<file path="src/assert_macros.svh">
// Assertion helpers shared by the RTL. All of them sample on clk and are
// switched off while rst_n is low.
`ifndef ASSERT_MACROS_SVH
`define ASSERT_MACROS_SVH

// The consequent must hold in the same cycle as the antecedent.
`define BPSS_ASSERT_SAME(lbl, ante, cons, msg) \
  lbl: assert property (@(posedge clk) disable iff (!rst_n) (ante) |-> (cons)) \
    else $error(msg);

// The consequent must hold in the cycle after the antecedent.
`define BPSS_ASSERT_NEXT(lbl, ante, cons, msg) \
  lbl: assert property (@(posedge clk) disable iff (!rst_n) (ante) |=> (cons)) \
    else $error(msg);

`endif

</file>
<file path="src/bpss_pkg.sv">
`timescale 1ns / 1ps
package bpss_pkg;

  localparam int CFG_W     = 16;
  localparam int TIMER_W   = 16;
  localparam int LEVEL_W   = 4;
  localparam int POWER_W   = 8;
  localparam int CFG_IDX_W = 3;
  localparam int SAT_IN_W  = CFG_W + 2;
  localparam int EXT_W     = (TIMER_W > SAT_IN_W) ? TIMER_W : SAT_IN_W;

  localparam logic [TIMER_W-1:0] TIMER_MAX = {TIMER_W{1'b1}};
  localparam logic [TIMER_W-1:0] TIMER_ONE = TIMER_W'(1);

  // Configuration register indexes
  localparam logic [CFG_IDX_W-1:0] CFG_LEVEL_WORD    = 3'd0;
  localparam logic [CFG_IDX_W-1:0] CFG_RECEIVE_LEVEL = 3'd1;
  localparam logic [CFG_IDX_W-1:0] CFG_SLOT_PERIOD   = 3'd2;
  localparam logic [CFG_IDX_W-1:0] CFG_CYCLE_PERIOD  = 3'd3;
  localparam logic [CFG_IDX_W-1:0] CFG_WINDOW_LENGTH = 3'd4;
  localparam logic [CFG_IDX_W-1:0] CFG_ENABLE        = 3'd5;

  // Scheduler phase codes
  localparam logic [1:0] PH_START = 2'd0;
  localparam logic [1:0] PH_SLOT  = 2'd1;
  localparam logic [1:0] PH_MAJOR = 2'd2;

  localparam logic [1:0] SLOT_LAST = 2'd3;
  localparam logic [CFG_W-1:0] MIN_CYCLE = CFG_W'(2);

  typedef struct packed {
    logic [CFG_W-1:0]   level_word;
    logic [LEVEL_W-1:0] receive_level;
    logic [CFG_W-1:0]   slot_period;
    logic [CFG_W-1:0]   cycle_period;
    logic [CFG_W-1:0]   window_length;
    logic               enable;
  } bpss_cfg_t;

  typedef struct packed {
    logic [1:0]         phase;
    logic [1:0]         slot_idx;
    logic [TIMER_W-1:0] wait_cnt;
    logic [TIMER_W-1:0] win_cnt;
    logic               win_open;
  } bpss_state_t;

  typedef struct packed {
    logic               beacon;
    logic [LEVEL_W-1:0] beacon_level;
    logic [POWER_W-1:0] power_code;
    logic               receive_flag;
    logic               receiver_on;
    logic               halted;
  } bpss_result_t;

  // Clamp a loaded count to what the timers can hold.
  function automatic logic [TIMER_W-1:0] sat_load(input logic [SAT_IN_W-1:0] v);
    logic [EXT_W-1:0] e;
    e = EXT_W'(v);
    if (e > EXT_W'(TIMER_MAX)) begin
      return TIMER_MAX;
    end
    return e[TIMER_W-1:0];
  endfunction

  // Logical level to transmitter power setting.
  function automatic logic [POWER_W-1:0] power_map(input logic [LEVEL_W-1:0] lev);
    logic [POWER_W-1:0] p;
    case (lev)
      4'd0, 4'd1: p = 8'h01;
      4'd7:       p = 8'h0A;
      4'd8:       p = 8'h0F;
      4'd9:       p = 8'h60;
      4'd10:      p = 8'h70;
      4'd11:      p = 8'h80;
      4'd12:      p = 8'h90;
      4'd13:      p = 8'hC0;
      4'd14:      p = 8'hE0;
      4'd15:      p = 8'hFF;
      default:    p = POWER_W'(lev);
    endcase
    return p;
  endfunction

endpackage

</file>
<file path="src/bpss_step.sv">
`timescale 1ns / 1ps
module bpss_step
  import bpss_pkg::*;
(
  input  bpss_cfg_t    cfg,
  input  bpss_state_t  st,
  input  logic         tick,
  output bpss_state_t  st_nxt,
  output bpss_result_t res
);

  logic [SAT_IN_W-1:0] four_slots;
  logic [SAT_IN_W-1:0] cycle_ext;

  assign four_slots = {2'b00, cfg.slot_period} << 2;
  assign cycle_ext  = SAT_IN_W'(cfg.cycle_period);

  always_comb begin
    logic               do_start;
    logic               do_slot;
    logic [1:0]         slot_sel;
    logic [LEVEL_W-1:0] lev;

    st_nxt   = st;
    res      = '0;
    do_start = 1'b0;
    do_slot  = 1'b0;
    slot_sel = st.slot_idx;
    lev      = '0;

    if (tick) begin
      // An open window counts down before any new beacon can reopen it.
      if (st.win_open) begin
        if (st.win_cnt <= TIMER_ONE) begin
          st_nxt.win_open = 1'b0;
          st_nxt.win_cnt  = '0;
        end else begin
          st_nxt.win_cnt = st.win_cnt - TIMER_ONE;
        end
      end

      case (st.phase)
        PH_SLOT: begin
          if (st.wait_cnt > TIMER_ONE) begin
            st_nxt.wait_cnt = st.wait_cnt - TIMER_ONE;
          end else if (st.slot_idx == SLOT_LAST) begin
            st_nxt.slot_idx = '0;
            if (cycle_ext > four_slots) begin
              st_nxt.wait_cnt = sat_load(cycle_ext - four_slots);
              st_nxt.phase    = PH_MAJOR;
            end else begin
              do_start = 1'b1;
            end
          end else begin
            st_nxt.slot_idx = st.slot_idx + 2'd1;
            slot_sel        = st.slot_idx + 2'd1;
            do_slot         = 1'b1;
          end
        end
        PH_MAJOR: begin
          if (st.wait_cnt > TIMER_ONE) begin
            st_nxt.wait_cnt = st.wait_cnt - TIMER_ONE;
          end else begin
            do_start = 1'b1;
          end
        end
        default: do_start = 1'b1;
      endcase

      if (do_start) begin
        if (!cfg.enable || (cfg.cycle_period < MIN_CYCLE)) begin
          res.halted   = 1'b1;
          st_nxt.phase = PH_START;
        end else begin
          st_nxt.slot_idx = '0;
          slot_sel        = '0;
          do_slot         = 1'b1;
        end
      end

      if (do_slot) begin
        lev = cfg.level_word[{slot_sel, 2'b00} +: LEVEL_W];
        if (lev != '0) begin
          res.beacon       = 1'b1;
          res.beacon_level = lev;
          res.power_code   = power_map(lev);
          if (lev == cfg.receive_level) begin
            res.receive_flag = 1'b1;
            if (!st_nxt.win_open) begin
              st_nxt.win_open = 1'b1;
              st_nxt.win_cnt  = sat_load(SAT_IN_W'(cfg.window_length));
            end
          end
        end
        st_nxt.wait_cnt = sat_load(SAT_IN_W'(cfg.slot_period));
        st_nxt.phase    = PH_SLOT;
      end
    end

    res.receiver_on = st_nxt.win_open;
  end

endmodule

</file>
<file path="config.mk">
export PLATFORM = sky130hd
export DESIGN_NAME = bpss_step
export DESIGN_NICKNAME = d
export VERILOG_FILES = /design/src/assert_macros.svh /design/src/bpss_pkg.sv /design/src/bpss_step.sv
export SDC_FILE = /design/constraint.sdc
export NUM_CORES = 1
export LEC_CHECK = 0
export ABC_CLOCK_PERIOD_IN_PS = 15860
export BUFFER_PORTS_ARGS = -buffer_cell sky130_fd_sc_hd__buf_2
export CAP_MARGIN = 20
export CORE_UTILIZATION = 53
export DETAILED_ROUTE_END_ITERATION = 16
export GPL_ROUTABILITY_DRIVEN = 0
export GPL_TIMING_DRIVEN = 0
export MAX_ROUTING_LAYER = met4
export PLACE_DENSITY = 0.9
export SYNTH_ARGS = -nofsm -noshare
export SYNTH_HDL_FRONTEND = slang
export SYNTH_SLANG_ARGS = --single-unit
</file>
<file path="constraint.sdc">
create_clock -name vclk -period 15.86
set_input_delay 3.172 -clock vclk [all_inputs]
set_output_delay 3.172 -clock vclk [all_outputs]
set_load 0.02 [all_outputs]
</file>
== Word-level counts from Yosys, hierarchy flattened ==
Index checks and enable logic that the tools add are counted.
Widths: inputs -> output; s select.
Word-level totals
  flip-flop bits (word level): 0
  logic and storage cells: 86
Operators by class
  $lt $le $gt $ge: 5
  multiplexer cells: 57
  shift-type cells: 1
  add/subtract/negate cells: 4
  eq/ne operators: 14
  reductions and logical operators: 5
Operators with widths (number)
  $mux 16: 7
  $mux 17: 5
  $pmux 8 s10: 1
  $mux 14: 3
  $mux 37: 1
  $mux 33: 1
  $eq 4x4->1 const B: 8
  $pmux 16 s2: 1
  $sub 16x1->16 const B: 2
  $mux 2: 12
  $mux 1: 22
  $gt 16x18->1: 1
  $gt 18x16->1 const B: 1
  $sub 16x18->18: 1
  $gt 16x1->1 const B: 1
  $le 16x1->1 const B: 1
  $lt 16x2->1 const B: 1
  $shiftx 16x5->4: 1
  $mux 4: 3
  $eq 2x2->1 const B: 2
  $eq 4x1->1 const B: 1
  $eq 4x3->1 const B: 1
  $eq 4x4->1: 1
  $logic_not 4->1: 1
  7 further kinds: 7

== Depth between registers and ports, before layout ==
  word-level depth: 15
  gate-level depth with buffers: 14
  gate-level depth less buffers: 13

== Worst setup path before layout ==
OpenSTA, ideal clock, no wires.
  path type: in2out
  start: input st[29] (netlist bit)
  end: output st_nxt[1] (netlist bit)
  data arrival time: 6.435 ns
  buffers on the path: 2
  stages: 12
  path slack: 6.253 ns
  path through: or4_4 > or4_1 > buf_2 > nor4_4 > nor2_1 > a31o_1 > or2_1 > a32oi_1 > o2111a_2 > buf_6 > a311oi_1 > nor3_1
RTL lines
  start, declared: RTL line bpss_step.sv:6  | input bpss_state_t st,
  end, declared: RTL line bpss_step.sv:8  | output bpss_state_t st_nxt,

==> impl_metrics.env <==
export IMPL_endpoint_kind="output port"
export IMPL_fin_crit_sh_pct=66.79
export IMPL_synth_area_leader_cell="ha_1"
export IMPL_synth_area_um2=3304
export IMPL_nets=827
export IMPL_worst_path_buf_inv=3
export IMPL_drive_gt1_share_pct=25.94
export IMPL_grt_pass1_vias=4346
export IMPL_status="finished, final reports clean"
export IMPL_fin_hold_ws_ns=6.667
export IMPL_row_count=28
export IMPL_port_buffers=159
export IMPL_cts_repair_resized=0
export IMPL_vias=5003
export IMPL_wl_mm=12.63
export IMPL_arrival_ns=7.42
export IMPL_leakagePower_nw=1.939
export IMPL_synth_cells=535
export IMPL_synth_nets=666
export IMPL_wl_per_cell_um=16.42
export IMPL_synth_top_cell_area_share_pct=8.709
export IMPL_die_w_um=80.96
export IMPL_cp_slowest_cell="a21boi_0"
export IMPL_min_period_ns=10.59
export IMPL_nFillCells=546
export IMPL_multi_input_area_um2=3054
export IMPL_yosysMostFrequentCell="nor2_1"
export IMPL_die_area_um2=6555
export IMPL_netlist_top_cells_area="ha_1, nor2_1, nand2_1"
export IMPL_cpPeakStageDelay_ns=0.86
export IMPL_dieHeight_um=80.96
export IMPL_fin_ws_ns=5.267
export IMPL_rsz0062_at_grt="no"
export IMPL_coreArea_um2=5956
export IMPL_ir_drop_mv=0.02293
export IMPL_seqCellArea_um2=0
export IMPL_drc=0
export IMPL_drt_iter0_markers=438
export IMPL_grt_max_degree=11
export IMPL_start_util_pct=55.48
export IMPL_yosys_top_cells_count="nor2_1, nand2_1, o21ai_0"
export IMPL_powerDensity_nw_per_um2=32.39
export IMPL_drv_slew=0
export IMPL_cp_start_kind="input pin"
export IMPL_vias_per_cell=6.506
export IMPL_path_max_fanout=8
export IMPL_ys_types=75
export IMPL_yosysSeqAreaShare_pct=0
export IMPL_grt_overflow=0
export IMPL_path_common_cell="o21ai_0"
export IMPL_finalHoldViolations=0
export IMPL_crit_type="input pin to output port"
export IMPL_grt_pass1_wl_mm=19.32
export IMPL_ant_nets=0
export IMPL_drtPass1Iterations=6
export IMPL_diodes=0
export IMPL_syn_area_per_cell_um2=6.176
export IMPL_path_cells="buf_2 > inv_1 > ha_1 > fa_1 > nor2b_1 > o2111ai_1 > and3_1 > o21ai_0 > o21ai_0 > a21o_1 > nor3_1 > a21boi_0 > o21ai_0 > o21ai_0 > buf_2"
export IMPL_max_freq_ghz=0.09440
export IMPL_pre_cts_ws_ns=5.464
export IMPL_yosys_warnings=0
export IMPL_antenna_found_initial=0
export IMPL_cp_top_family="compound AO/OA/AOI/OAI gates"
export IMPL_tns_ns=0
export IMPL_holdBufCountCts=0
export IMPL_hp_class="input pin to output port"
export IMPL_tightest_slew_ns=0.9917
export IMPL_track_usage_pct=37.43
export IMPL_cp_required_ns=12.69
export IMPL_dp_hpwl_mm=10.26
export IMPL_dpl_cell_area_um2=4194
export IMPL_fin_area_um2=4194
export IMPL_clockBufferCount=0
export IMPL_cts_setup_buffers=0
export IMPL_area_growth_pct=26.92
export IMPL_seq_cell_count=0
export IMPL_io_pin_count=160
export IMPL_setup_violations=0
export IMPL_relSlewSlack_pct=33.30
export IMPL_drv_cap=0
layer usage:
metal,vias to the layer above,GRT usage (%),wire [µm]
li1,2330,-,-
met4,0,12.86,463
met1,2277,48.87,5145
met2,332,60.67,5763
met3,64,2.472,1254
met5,-,-,0
cell usage in the layout, fill, tap and decap left out, types with 11 or more instances in the layout:
cell type    n
ha_1        23
clkbuf_1    16
o21ai_0     40
buf_2      161
xnor2_1     21
nor4_1      11
inv_1       39
nand2_1     59
nor3_1      21
nor2_1      61
a21oi_1     36
worst paths after layout:
check	startpoint	end	slack, ns	cells past startpoint
max	cfg[19]	st_nxt[26]	5.27	15
min	cfg[9]	st_nxt[9]	6.67	3
kinds of logic after synthesis:
logic type / after synthesis / share of synthesized area [%]
AO/OA/AOI/OAI: 189 / 39.57
XOR/XNOR: 28 / 7.422
adder cells (fa/ha/maj): 24 / 9.315
buffers and inverters: 63 / 7.573
multiplexers: 6 / 1.818
AND/OR/NAND/NOR: 225 / 34.31
cell type report:
cell class         count  share of cell area, %
multi-input cells    472                  72.82
inverters             40                  3.580
repair buffers       159                  18.97
well taps             75                  2.237
plain buffers         23                  2.387
where the power goes:
group          total [mW]  switching [mW]  internal [mW]
sequential              0               0              0
clock                   0               0              0
combinational       0.136          0.0838         0.0521
total               0.136          0.0838         0.0521
metrics by stage:
stage / instances / total power [mW] / utilization (%)
global placement: 769 / 0.1275 / 70.42
finish: 769 / 0.1359 / 70.42
detailed placement: 769 / 0.1319 / 70.42
CTS: 769 / 0.1326 / 70.42
floorplan: 535 / 0.08531 / -
global route: 769 / 0.1472 / 70.42
Power figures use the tool's default switching activity.
