<file path="src/assert_macros.svh">
// Assertion helpers shared by the RTL. All of them sample on clk and are
// switched off while rst_n is low.
`ifndef ASSERT_MACROS_SVH
`define ASSERT_MACROS_SVH

// The consequent must hold in the same cycle as the antecedent.
`define BPSS_ASSERT_SAME(lbl, ante, cons, msg) \
  lbl: assert property (@(posedge clk) disable iff (!rst_n) (ante) |-> (cons)) \
    else $error(msg);

// The consequent must hold in the cycle after the antecedent.
`define BPSS_ASSERT_NEXT(lbl, ante, cons, msg) \
  lbl: assert property (@(posedge clk) disable iff (!rst_n) (ante) |=> (cons)) \
    else $error(msg);

`endif

</file>
<file path="src/bpss_pkg.sv">
`timescale 1ns / 1ps
package bpss_pkg;

  localparam int CFG_W     = 16;
  localparam int TIMER_W   = 16;
  localparam int LEVEL_W   = 4;
  localparam int POWER_W   = 8;
  localparam int CFG_IDX_W = 3;
  localparam int SAT_IN_W  = CFG_W + 2;
  localparam int EXT_W     = (TIMER_W > SAT_IN_W) ? TIMER_W : SAT_IN_W;

  localparam logic [TIMER_W-1:0] TIMER_MAX = {TIMER_W{1'b1}};
  localparam logic [TIMER_W-1:0] TIMER_ONE = TIMER_W'(1);

  // Configuration register indexes
  localparam logic [CFG_IDX_W-1:0] CFG_LEVEL_WORD    = 3'd0;
  localparam logic [CFG_IDX_W-1:0] CFG_RECEIVE_LEVEL = 3'd1;
  localparam logic [CFG_IDX_W-1:0] CFG_SLOT_PERIOD   = 3'd2;
  localparam logic [CFG_IDX_W-1:0] CFG_CYCLE_PERIOD  = 3'd3;
  localparam logic [CFG_IDX_W-1:0] CFG_WINDOW_LENGTH = 3'd4;
  localparam logic [CFG_IDX_W-1:0] CFG_ENABLE        = 3'd5;

  // Scheduler phase codes
  localparam logic [1:0] PH_START = 2'd0;
  localparam logic [1:0] PH_SLOT  = 2'd1;
  localparam logic [1:0] PH_MAJOR = 2'd2;

  localparam logic [1:0] SLOT_LAST = 2'd3;
  localparam logic [CFG_W-1:0] MIN_CYCLE = CFG_W'(2);

  typedef struct packed {
    logic [CFG_W-1:0]   level_word;
    logic [LEVEL_W-1:0] receive_level;
    logic [CFG_W-1:0]   slot_period;
    logic [CFG_W-1:0]   cycle_period;
    logic [CFG_W-1:0]   window_length;
    logic               enable;
  } bpss_cfg_t;

  typedef struct packed {
    logic [1:0]         phase;
    logic [1:0]         slot_idx;
    logic [TIMER_W-1:0] wait_cnt;
    logic [TIMER_W-1:0] win_cnt;
    logic               win_open;
  } bpss_state_t;

  typedef struct packed {
    logic               beacon;
    logic [LEVEL_W-1:0] beacon_level;
    logic [POWER_W-1:0] power_code;
    logic               receive_flag;
    logic               receiver_on;
    logic               halted;
  } bpss_result_t;

  // Clamp a loaded count to what the timers can hold.
  function automatic logic [TIMER_W-1:0] sat_load(input logic [SAT_IN_W-1:0] v);
    logic [EXT_W-1:0] e;
    e = EXT_W'(v);
    if (e > EXT_W'(TIMER_MAX)) begin
      return TIMER_MAX;
    end
    return e[TIMER_W-1:0];
  endfunction

  // Logical level to transmitter power setting.
  function automatic logic [POWER_W-1:0] power_map(input logic [LEVEL_W-1:0] lev);
    logic [POWER_W-1:0] p;
    case (lev)
      4'd0, 4'd1: p = 8'h01;
      4'd7:       p = 8'h0A;
      4'd8:       p = 8'h0F;
      4'd9:       p = 8'h60;
      4'd10:      p = 8'h70;
      4'd11:      p = 8'h80;
      4'd12:      p = 8'h90;
      4'd13:      p = 8'hC0;
      4'd14:      p = 8'hE0;
      4'd15:      p = 8'hFF;
      default:    p = POWER_W'(lev);
    endcase
    return p;
  endfunction

endpackage

</file>
<file path="src/bpss_cfg_regs.sv">
`timescale 1ns / 1ps
module bpss_cfg_regs
  import bpss_pkg::*;
(
  input  logic                 clk,
  input  logic                 rst_n,
  input  logic                 cfg_we,
  input  logic [CFG_IDX_W-1:0] cfg_idx,
  input  logic [CFG_W-1:0]     cfg_wdata,
  output bpss_cfg_t            cfg
);

  bpss_cfg_t cfg_r;
  bpss_cfg_t cfg_nxt;

  always_comb begin
    cfg_nxt = cfg_r;
    if (cfg_we) begin
      case (cfg_idx)
        CFG_LEVEL_WORD:    cfg_nxt.level_word    = cfg_wdata;
        CFG_RECEIVE_LEVEL: cfg_nxt.receive_level = cfg_wdata[LEVEL_W-1:0];
        CFG_SLOT_PERIOD:   cfg_nxt.slot_period   = cfg_wdata;
        CFG_CYCLE_PERIOD:  cfg_nxt.cycle_period  = cfg_wdata;
        CFG_WINDOW_LENGTH: cfg_nxt.window_length = cfg_wdata;
        CFG_ENABLE:        cfg_nxt.enable        = cfg_wdata[0];
        default:           cfg_nxt = cfg_r;
      endcase
    end
  end

  always_ff @(posedge clk) begin
    if (!rst_n) begin
      cfg_r <= '0;
    end else begin
      cfg_r <= cfg_nxt;
    end
  end

  assign cfg = cfg_r;

endmodule

</file>
<file path="config.mk">
export PLATFORM = sky130hd
export DESIGN_NAME = bpss_cfg_regs
export DESIGN_NICKNAME = d
export VERILOG_FILES = /design/src/assert_macros.svh /design/src/bpss_pkg.sv /design/src/bpss_cfg_regs.sv
export SDC_FILE = /design/constraint.sdc
export NUM_CORES = 1
export LEC_CHECK = 0
export BUFFER_PORTS_ARGS = -buffer_cell sky130_fd_sc_hd__buf_2
export CAP_MARGIN = 25
export CORE_MARGIN = 1.5
export CORE_UTILIZATION = 50
export CTS_CLUSTER_DIAMETER = 60
export DETAILED_ROUTE_END_ITERATION = 10
export PLACE_DENSITY = 0.92
export SETUP_SLACK_MARGIN = 0.3
export SLEW_MARGIN = 40
export SYNTH_ARGS = -nofsm -noshare
export SYNTH_HDL_FRONTEND = slang
export SYNTH_SLANG_ARGS = --single-unit
</file>
<file path="constraint.sdc">
create_clock -name clk -period 3.15 [get_ports clk]
set_clock_uncertainty 0.15 [all_clocks]
set_input_delay 0.1575 -clock clk [delete_from_list [all_inputs] [get_ports clk]]
set_output_delay 0.1575 -clock clk [all_outputs]
set_load 0.02 [all_outputs]
</file>
After elaboration in Yosys (flattened, before gate mapping)
Cells that the tools add are included.
{ "totals": {"regBits": 69, "input_bits": 22, "out_inout_bits": 69, "elab_cells": 18} }
{ "op_classes": {"n_eq_ne": 5, "n_reduce_logical": 7} }
{ "ops": {"columns": ["operator", "count"], "rows": [
  ["2-bit AND reduction", 6],
  ["3-bit by 2-bit == test with 1-bit output (second input constant)", 2],
  ["3-bit == test (second input constant)", 2],
  ["3-bit by 1-bit == test with 1-bit output (second input constant)", 1],
  ["3-bit zero test", 1]
]} }

Depth between registers and ports, before layout
Gate-level depths: netlist (run 1).
{ "depth": {"word_depth": 2, "mapped_depth": 4, "mapped_depth_nobuf": 2} }

Least setup slack after synthesis (run 1)
No wires, ideal clock.
{ "synth_timing": {"kind": "input to register", "startpoint": "in cfg_idx[1]", "endpoint": "reg cfg_r (netlist bit cfg[53])", "arrival_time_ns": 1.085, "t_required_ns": 2.877, "path_slack_ns": 1.792, "cell_stages": 4, "cell_sequence": "or4b_1 buf_6 buf_12 mux2i_1"} }
{ "synth_via": {"elab_chain_len": 2} }
{ "synth_lines": {"columns": ["element", "line", "text"], "rows": [
  ["start, declared", "bpss_cfg_regs.sv:8", "input logic [CFG_IDX_W-1:0] cfg_idx,"],
  ["3-bit zero test", "bpss_cfg_regs.sv:19", "case (cfg_idx)"],
  ["2-bit AND reduction (no source line)", null, null],
  ["end signal, assigned", "bpss_cfg_regs.sv:35", "cfg_r <= cfg_nxt;"],
  ["end, declared", "bpss_cfg_regs.sv:13", "bpss_cfg_t cfg_r;"]
]} }
Every way passes these cells.
A chain may end at the register's enable or synchronous reset.

Worst setup path in the final report (run 1)
{ "layout_timing": {"startpoint": "in cfg_idx[1]", "endpoint": "reg cfg_r (netlist bit cfg[58])"} }
The elaborated chain is that of the path after synthesis.

==> flow_results.org, run 1 <==
** Clock network
- Clock transition at the registers of the reported paths :: 0.07 ns
- Maximum buffer depth of the clock tree :: 2
- Number of buffers added for setup after CTS :: 0
- Clock tree synthesis found a total of 69 sinks.
- The tree is rooted in a clkbuf_8.
- Clock insertion delay at the later pin of the skew report :: 0.33 ns
- Cts bufs inserted :: 9
- TritonCTS built the clock tree.
- In this run the number of H-tree levels came out at 3.

** STA
- Dividing the final minimum period by the clock period gives 46.0%.
- For the pin with the worst max-slew slack, the measured transition is 0.609 ns.
- The final hold violation count came to 0.
- Aggregate negative setup slack :: 0 ns
- Setup repair after global routing left no endpoint under its margin.
- Static timing analysis puts the maximum clock frequency at 0.690 GHz.
- Final Hold Slack :: 0.00749 ns
- Headroom to the max-slew limit :: 59.4%
- Final critical delay including setup and external delays :: 1.45 ns
- Number of max-slew violations in the final report :: 0
- Setup violations remaining at the end of the flow were counted as 0.

** Detailed routing
- Number of design rule violations left after detail routing :: 0
- The routed layout has 2079 vias.
- In the final routed layout, each cell accounts on average for 14.5 um.
- Dividing the detail-routed via count by the number of cells gives 5.02.
- In this run, the number of DRC markers left after iteration 0 of detailed routing was 49.
- The first detailed-routing pass took 6 iterations.
- Post-Route WL :: 6000 um
- Number of nets still failing antenna checks after routing :: 0

** GRT
- Antenna violations before repair :: 0
- GRT Util Overall :: 22.5%
- Entering global routing, the biggest net connects 36 pins.
- Global-route wire length before repair :: 9060 um
- Grt ovf :: 0
- Number of global-route vias before repair :: 1965

** Finish
- Relative to the synthesized area, the layout overhead comes to 31.5%.
- Fill cell count :: 388
- Number of flip-flops under the largest register name :: 69
- The post-route netlist has 32.9% of its cells at a drive strength greater than 1.
- The number of antenna diodes in the final layout is 0.
- Number of nets in the layout :: 364
- Final cell utilization of the core :: 69.7%

** Worst setup path
- Crit path capture type :: flop
- Startpoint-to-endpoint class of the critical path :: primary input to flop
- Maximum fanout along the worst path :: 16
- Data arrives at the worst endpoint at 1.49 ns.
- Endpoint required time on the critical path :: 3.19 ns
- STA classifies the critical path startpoint as a primary input.

** Synth
- Number of nets produced by synthesis :: 269
- Post-synth top area cell :: dfxtp_1
- Share of Yosys cell area claimed by the top area cell type :: 54.1%
- A synthesized cell averages 10.3 um^2.
- Synth top area cells :: dfxtp_1, mux2i_1, nand2_1
- Sequential cell area fraction in the yosys report :: 54.1%
- The synthesized netlist occupies a cell area of 2550 um^2.
- Flop and latch count out of synthesis :: 69
- In this run, distinct cell masters in the synthesized netlist total 14.
- Counting every instance in the synthesized netlist gives 247.
- The Yosys step of the flow raised 0 warnings.

** Floorplan
- The die is 74.5 um wide.
- From bottom edge to top edge, the die measures 74.5 um.
- Die ar. :: 5550 um^2
- The floorplan step defined a core boundary enclosing 4820 um^2.
- The floorplan has 25 rows.
- During I/O placement, the number of pins put on the boundary was 91.
- Starting utilization of the core area :: 53.0%

** Placed design
- Count of input and output buffers :: 90
- Estimated wirelength of the detail-placed design :: 3890 um
- At the end of routability-driven placement, the weighted congestion stood at 0.863.

** Min path
- The tightest min-delay check is of the primary input to flop type.

** Run
- The tool flagged a number of max-cap violations equal to 0.

** Outcome
- Result of the run :: finished clean

** Power
- Worst voltage drop across the vdd grid :: 0.000447 V
- Pleak :: 1.81 nW
- In this run the power density over the cells is 570 nW/um^2.
cell usage after synthesis:
library cell  count
nand4bb_1         1
and4bb_2          1
buf_4             1
nor4bb_1          1
dfxtp_1          69
buf_1             1
buf_6             1
nand4b_1          2
mux2i_1          69
clkbuf_1          9
buf_12            1
nand2_1          85
buf_2             5
or4b_1            1
critical path, stage by stage:
cell and delay [ns]:
buf_2 0.13, or4b_2 0.99, mux2i_1 0.21
report_power, final:
group | total, W | leakage (nW) | internal [W] | switching, W
logic | 0.000142 | 1.14 | 0.0000540 | 0.0000882
clock network | 0.000871 | 0.120 | 0.000530 | 0.000341
registers | 0.000900 | 0.558 | 0.000891 | 0.00000922
placed cells by master (no fill, tap or decap), types with 2 or more instances in the layout:
master / n
clkinv_4: 3
buf_2: 90
clkbuf_8: 9
nand2_1: 85
dlygate4sd3_1: 7
nand4b_1: 2
mux2i_1: 69
dfxtp_1: 69
buf_4: 5
bufinv_16: 3
area by class of cell:
type	instances	area (um^2)	area share, %
flip-flops and latches	69	1380	41.1
clock buffers	9	124	3.69
well taps	67	83.8	2.50
clock inverters	7	124	3.69
multi-input cells	160	1090	32.4
repair buffers	102	558	16.6
layer usage:
metal	part of all wire, %	routed length (um)	global-route usage, %
met5	0	0	0
met1	44	2630	25.2
met4	2.8	170	13.5
met2	49	2930	38.8
met3	4.5	268	5.15
path summary, 6_finish.rpt:
kind                               startpoint  endpoint  slack, ns  depth (start not counted)
worst max-delay path               cfg_idx[1]   cfg[58]       1.70                          3
worst min-delay path            cfg_wdata[10]   cfg[63]      0.007                          3
worst max register to register        cfg[48]   cfg[48]       2.34                          2
worst min register to register        cfg[38]   cfg[38]       0.30                          2
per-stage QoR:
step	worst slack, ns	cells	cell area (um^2)	total power, W
floorplan	1.79	247	2550	0.00101
global placement	1.37	391	3040	0.00105
detailed placement	1.36	391	3040	0.00105
CTS	1.71	414	3360	0.00193
global route	1.68	414	3360	0.00198
finish	1.70	414	3360	0.00191
repair_timing:
item | 4_1_cts | 5_1_grt
hold buffers | 7 | 0
endpoints found under the hold margin | 15 | 0
gates resized for setup | 0 | 0
cells by family (layout without fill, tap and decap cells):
family	count (synthesis)	count (layout)	synth area share (%)
buffers and inverters	18	118	3.97
flip-flops	69	69	54.1
multiplexers	69	69	27.0
AND/OR/NAND/NOR	91	91	14.9
(Power assumes the default switching activity.)
==> run 2, diff against run 1 <==
--- a/config.mk
+++ b/config.mk
@@ -8,10 +8,10 @@
 export BUFFER_PORTS_ARGS = -buffer_cell sky130_fd_sc_hd__buf_2
 export CAP_MARGIN = 25
 export CORE_MARGIN = 1.5
-export CORE_UTILIZATION = 50
+export CORE_UTILIZATION = 44
 export CTS_CLUSTER_DIAMETER = 60
 export DETAILED_ROUTE_END_ITERATION = 10
-export PLACE_DENSITY = 0.92
+export PLACE_DENSITY = 0.87
 export SETUP_SLACK_MARGIN = 0.3
 export SLEW_MARGIN = 40
 export SYNTH_ARGS = -nofsm -noshare
==> constraint.sdc (replaced) <==
create_clock -name clk -period 1.2 [get_ports clk]
set_clock_uncertainty 0.15 [all_clocks]
set_input_delay 0.06 -clock clk [delete_from_list [all_inputs] [get_ports clk]]
set_output_delay 0.06 -clock clk [all_outputs]
set_load 0.02 [all_outputs]
==> flow_results.org, run 2 (synthesized netlist as in run 1, its figures left out) <==
** Worst setup path
- The arrival time at the worst endpoint is 0.84 ns (-0.65 ns).
- Maximum fanout along the worst path :: 2 (-14)
- Startpoint-to-endpoint class of the critical path :: flop to output port
- The critical path ends at cfg[51].
- Longest individual stage delay on the worst path :: 0.37 ns (-0.62 ns)
- The startpoint identified for the worst register-to-register timing path is cfg[14].
- The number of cells on the critical path is 1 (-2).
- Traced cell by cell, the critical path runs through buf_6.
- Crit path capture type :: output port
- Cell with the largest stage delay on the worst path :: dfxtp_2
- Endpoint required time on the critical path :: 0.99 ns (-2.20 ns)
- Kind of cell with the highest combined delay on the critical path :: flip-flops
- The number of buffer and inverter instances along the worst setup path was 1 (unchanged).
- STA classifies the critical path startpoint as a flop.
- Flop-to-flop setup slack :: 0.23 ns (-2.11 ns)
- The worst reg-to-reg path cell count came to 4 (+2).
- Worst r2r dst :: cfg[14]
- Worst Setup SP :: cfg[51]

** Finish
- Number of nets in the layout :: 398 (+9.3%)
- The multi-input logic area is 1110 um^2 (+2.3%).
- Final cell utilization of the core :: 76.6% (+6.9 points)
- From synthesis to final layout, the design area changed by 66.1%.
- The library cell used most frequently in the layout, excluding fill and tap cells, is nand2_1.
- The ratio of cells with drive above 1 in the final layout came to 56.4% (+24 points).
- The combined flip-flop and latch cell area is 1470 um^2 (+6.3%).
- The number of flip-flops in the largest register was 69 (unchanged).
- Commonest cells after routing, fill and taps aside :: nand2_1, buf_6, mux2i_1, dfxtp_2, buf_4
- The final instance area is 4240 um^2 (+26%).
- Fill cell count :: 363 (-6.4%)

** Power
- The clock share of power is 42.2% (-3.3 points).
- The final total power is 0.00505 W (+160%).
- Worst voltage drop across the vdd grid :: 0.000802 V (+79%)
- Part of the total power dissipated in combinational logic :: 10.5% (+3.1 points)
- The leakage power figure is 2.11 nW (+16%).
- Reported net switching power :: 0.00116 W (+160%)
- Share of total power in sequential cells :: 47.3% (+0.2 points)
- Total power per unit cell area :: 1190 nW/um^2 (+110%)
- The share of total power consumed by net switching was 22.9% (-0.026 points).
- Internal Dissipation :: 0.00389 W (+160%)

** STA
- Slew of the pin with the lowest slew margin :: 0.265 ns (-0.345 ns)
- Counting I/O delays and the setup requirement, the final critical path takes 1.05 ns.
- Dividing the final minimum period by the clock period gives 87.1%.
- The sum of negative setup slack is 0 ns (unchanged).
- Headroom to the max-slew limit :: 82.3% (+23 points)
- The final hold violation count came to 16 (+16).
- The worst hold margin is -0.0694 ns (-0.0769 ns).
- Final setup violation count :: 0 (unchanged)
- F_max :: 0.956 GHz
- Setup repair after global routing could not meet its margin everywhere.
- Number of max-slew violations in the final report :: 0 (unchanged)

** Placed design
- Routability congestion estimate :: 0.790 (-8.5%)
- The final HPWL from detailed placement was 4160 um (+7.0%).
- Count of input and output buffers :: 90 (unchanged)
- Placed Area :: 3120 um^2 (+2.7%)

** Clock network
- Clock transition at the registers of the reported paths :: 0.08 ns (about the same)
- Maximum buffer depth of the clock tree :: 2 (unchanged)
- Hold-fix buffer count after cts :: 11 (+4)
- The later-pin clock latency in the skew report was 0.33 ns (about the same).
- CTS HTree Levels :: 3 (unchanged)
- TritonCTS built the clock tree.
- The number of clock sinks came to 69 (unchanged).
- The number of buffers inserted during clock tree synthesis is 9 (unchanged).
- In this run the clock root is driven by a clkbuf_8.

** Floorplan
- The standard cell core area came to 5540 um^2 (+15%).
- Starting utilization of the core area :: 46.1% (-6.9 points)
- Number of placed I/O pins :: 91 (unchanged)
- The die outline area came to 6270 um^2 (+13%).
- Die width :: 79.2 um (+6.3%)
- Number of placement rows :: 27 (+8.0%)
- The die outline height is 79.2 um (+6.3%).

** GRT
- The via count of the first global-routing pass was 2357 (+20%).
- Pin count of the biggest net entering global routing :: 60 (+67%)
- Antenna violations before repair :: 1 (+1)
- Global-route wire length before repair :: 11800 um (+30%)
- The all-layer global routing usage came to 25.5% (+3.0 points).
- The fraction of met1 tracks used by global routing came to 27.1% (+1.9 points).
- In this run the most used layer during global routing was met2.
- Met3 usage in global routing :: 4.37% (-0.78 points)
- Met2 GRT Util :: 46.8% (+8.0 points)
- Grt ovf :: 0 (unchanged)

** Detailed routing
- The detailed-route wire length came to 7980 um (+33%).
- The number of violations reported at the end of detailed-routing iteration 0 is 67 (+37%).
- Total iterations of the first detailed-routing run :: 4 (-2)
- Number of design rule violations left after detail routing :: 0 (unchanged)
- The wire length per cell after detailed routing is 17.6 um (+21%).
- Routed via count :: 2296 (+10%)
- The via density per instance came to 5.06 (+0.71%).
- Number of nets still failing antenna checks after routing :: 0 (unchanged)

** Run
- The number of violations of the max-capacitance limit is 0 (unchanged).

** Outcome
- Failing checks :: hold timing
- Result of the run :: finished, violations left

** Min path
- Kind of path behind the tightest hold check :: primary input to flop
[run 2: timing repair]
action,4_1_cts,5_1_grt
gates resized for setup,212,14
pin swaps,1,2
buffers inserted,12,14
hold endpoints to repair,65,8
endpoints found under the setup margin,101,118
gates cloned,1,0
[run 2: area by class of cell]
cell class,count,share of cell area [%]
antenna,1,0.0590
tap,72,2.12
multi-input combinational,161,26.2
timing repair buffer,135,31.7
sequential,69,34.6
clock inverter,4,1.65
clock buffer,12,3.66
[run 2: power by group through the flow]
stage / logic, W / registers (W) / clock network, W
3_3_place_gp: 0.000373 / 0.00242 / 0
5_1_grt: 0.000557 / 0.00239 / 0.00225
3_5_place_dp: 0.000383 / 0.00242 / 0
4_1_cts: 0.000494 / 0.00238 / 0.00213
2_1_floorplan: 0.000171 / 0.00248 / 0
6_report: 0.000528 / 0.00239 / 0.00213
[run 2: how the worst min path moves through the flow]
stage | slack (ns) | end | start | depth (start not counted)
finish | -0.07 | cfg[60] | cfg_wdata[7] | 3
global route | -0.06 | cfg[60] | cfg_wdata[7] | 3
CTS | -0.08 | cfg[60] | cfg_wdata[7] | 3
detailed placement | 0.25 | cfg[5] | cfg_wdata[4] | 3
global placement | 0.24 | cfg[57] | cfg_wdata[4] | 3
floorplan | 0.11 | cfg[0] | cfg_idx[0] | 2
[run 2: stage by stage]
| step | worst slack, ns | cells |
|---|---|---|
| 6_report | 0.154 | 454 |
| 5_1_grt | 0.125 | 454 |
| 4_1_cts | 0.183 | 439 |
| 3_5_place_dp | -0.156 | 399 |
| 3_3_place_gp | -0.120 | 399 |
| 2_1_floorplan | -0.0442 | 247 |
[run 2: routing by layer]
metal / routed length, um / vias to the layer above / share of wire (%)
met2: 4370 / 75 / 55
li1: - / 1076 / -
met1: 3060 / 1125 / 38
met3: 270 / 20 / 3.4
met4: 276 / 0 / 3.5
met5: 0 / - / 0
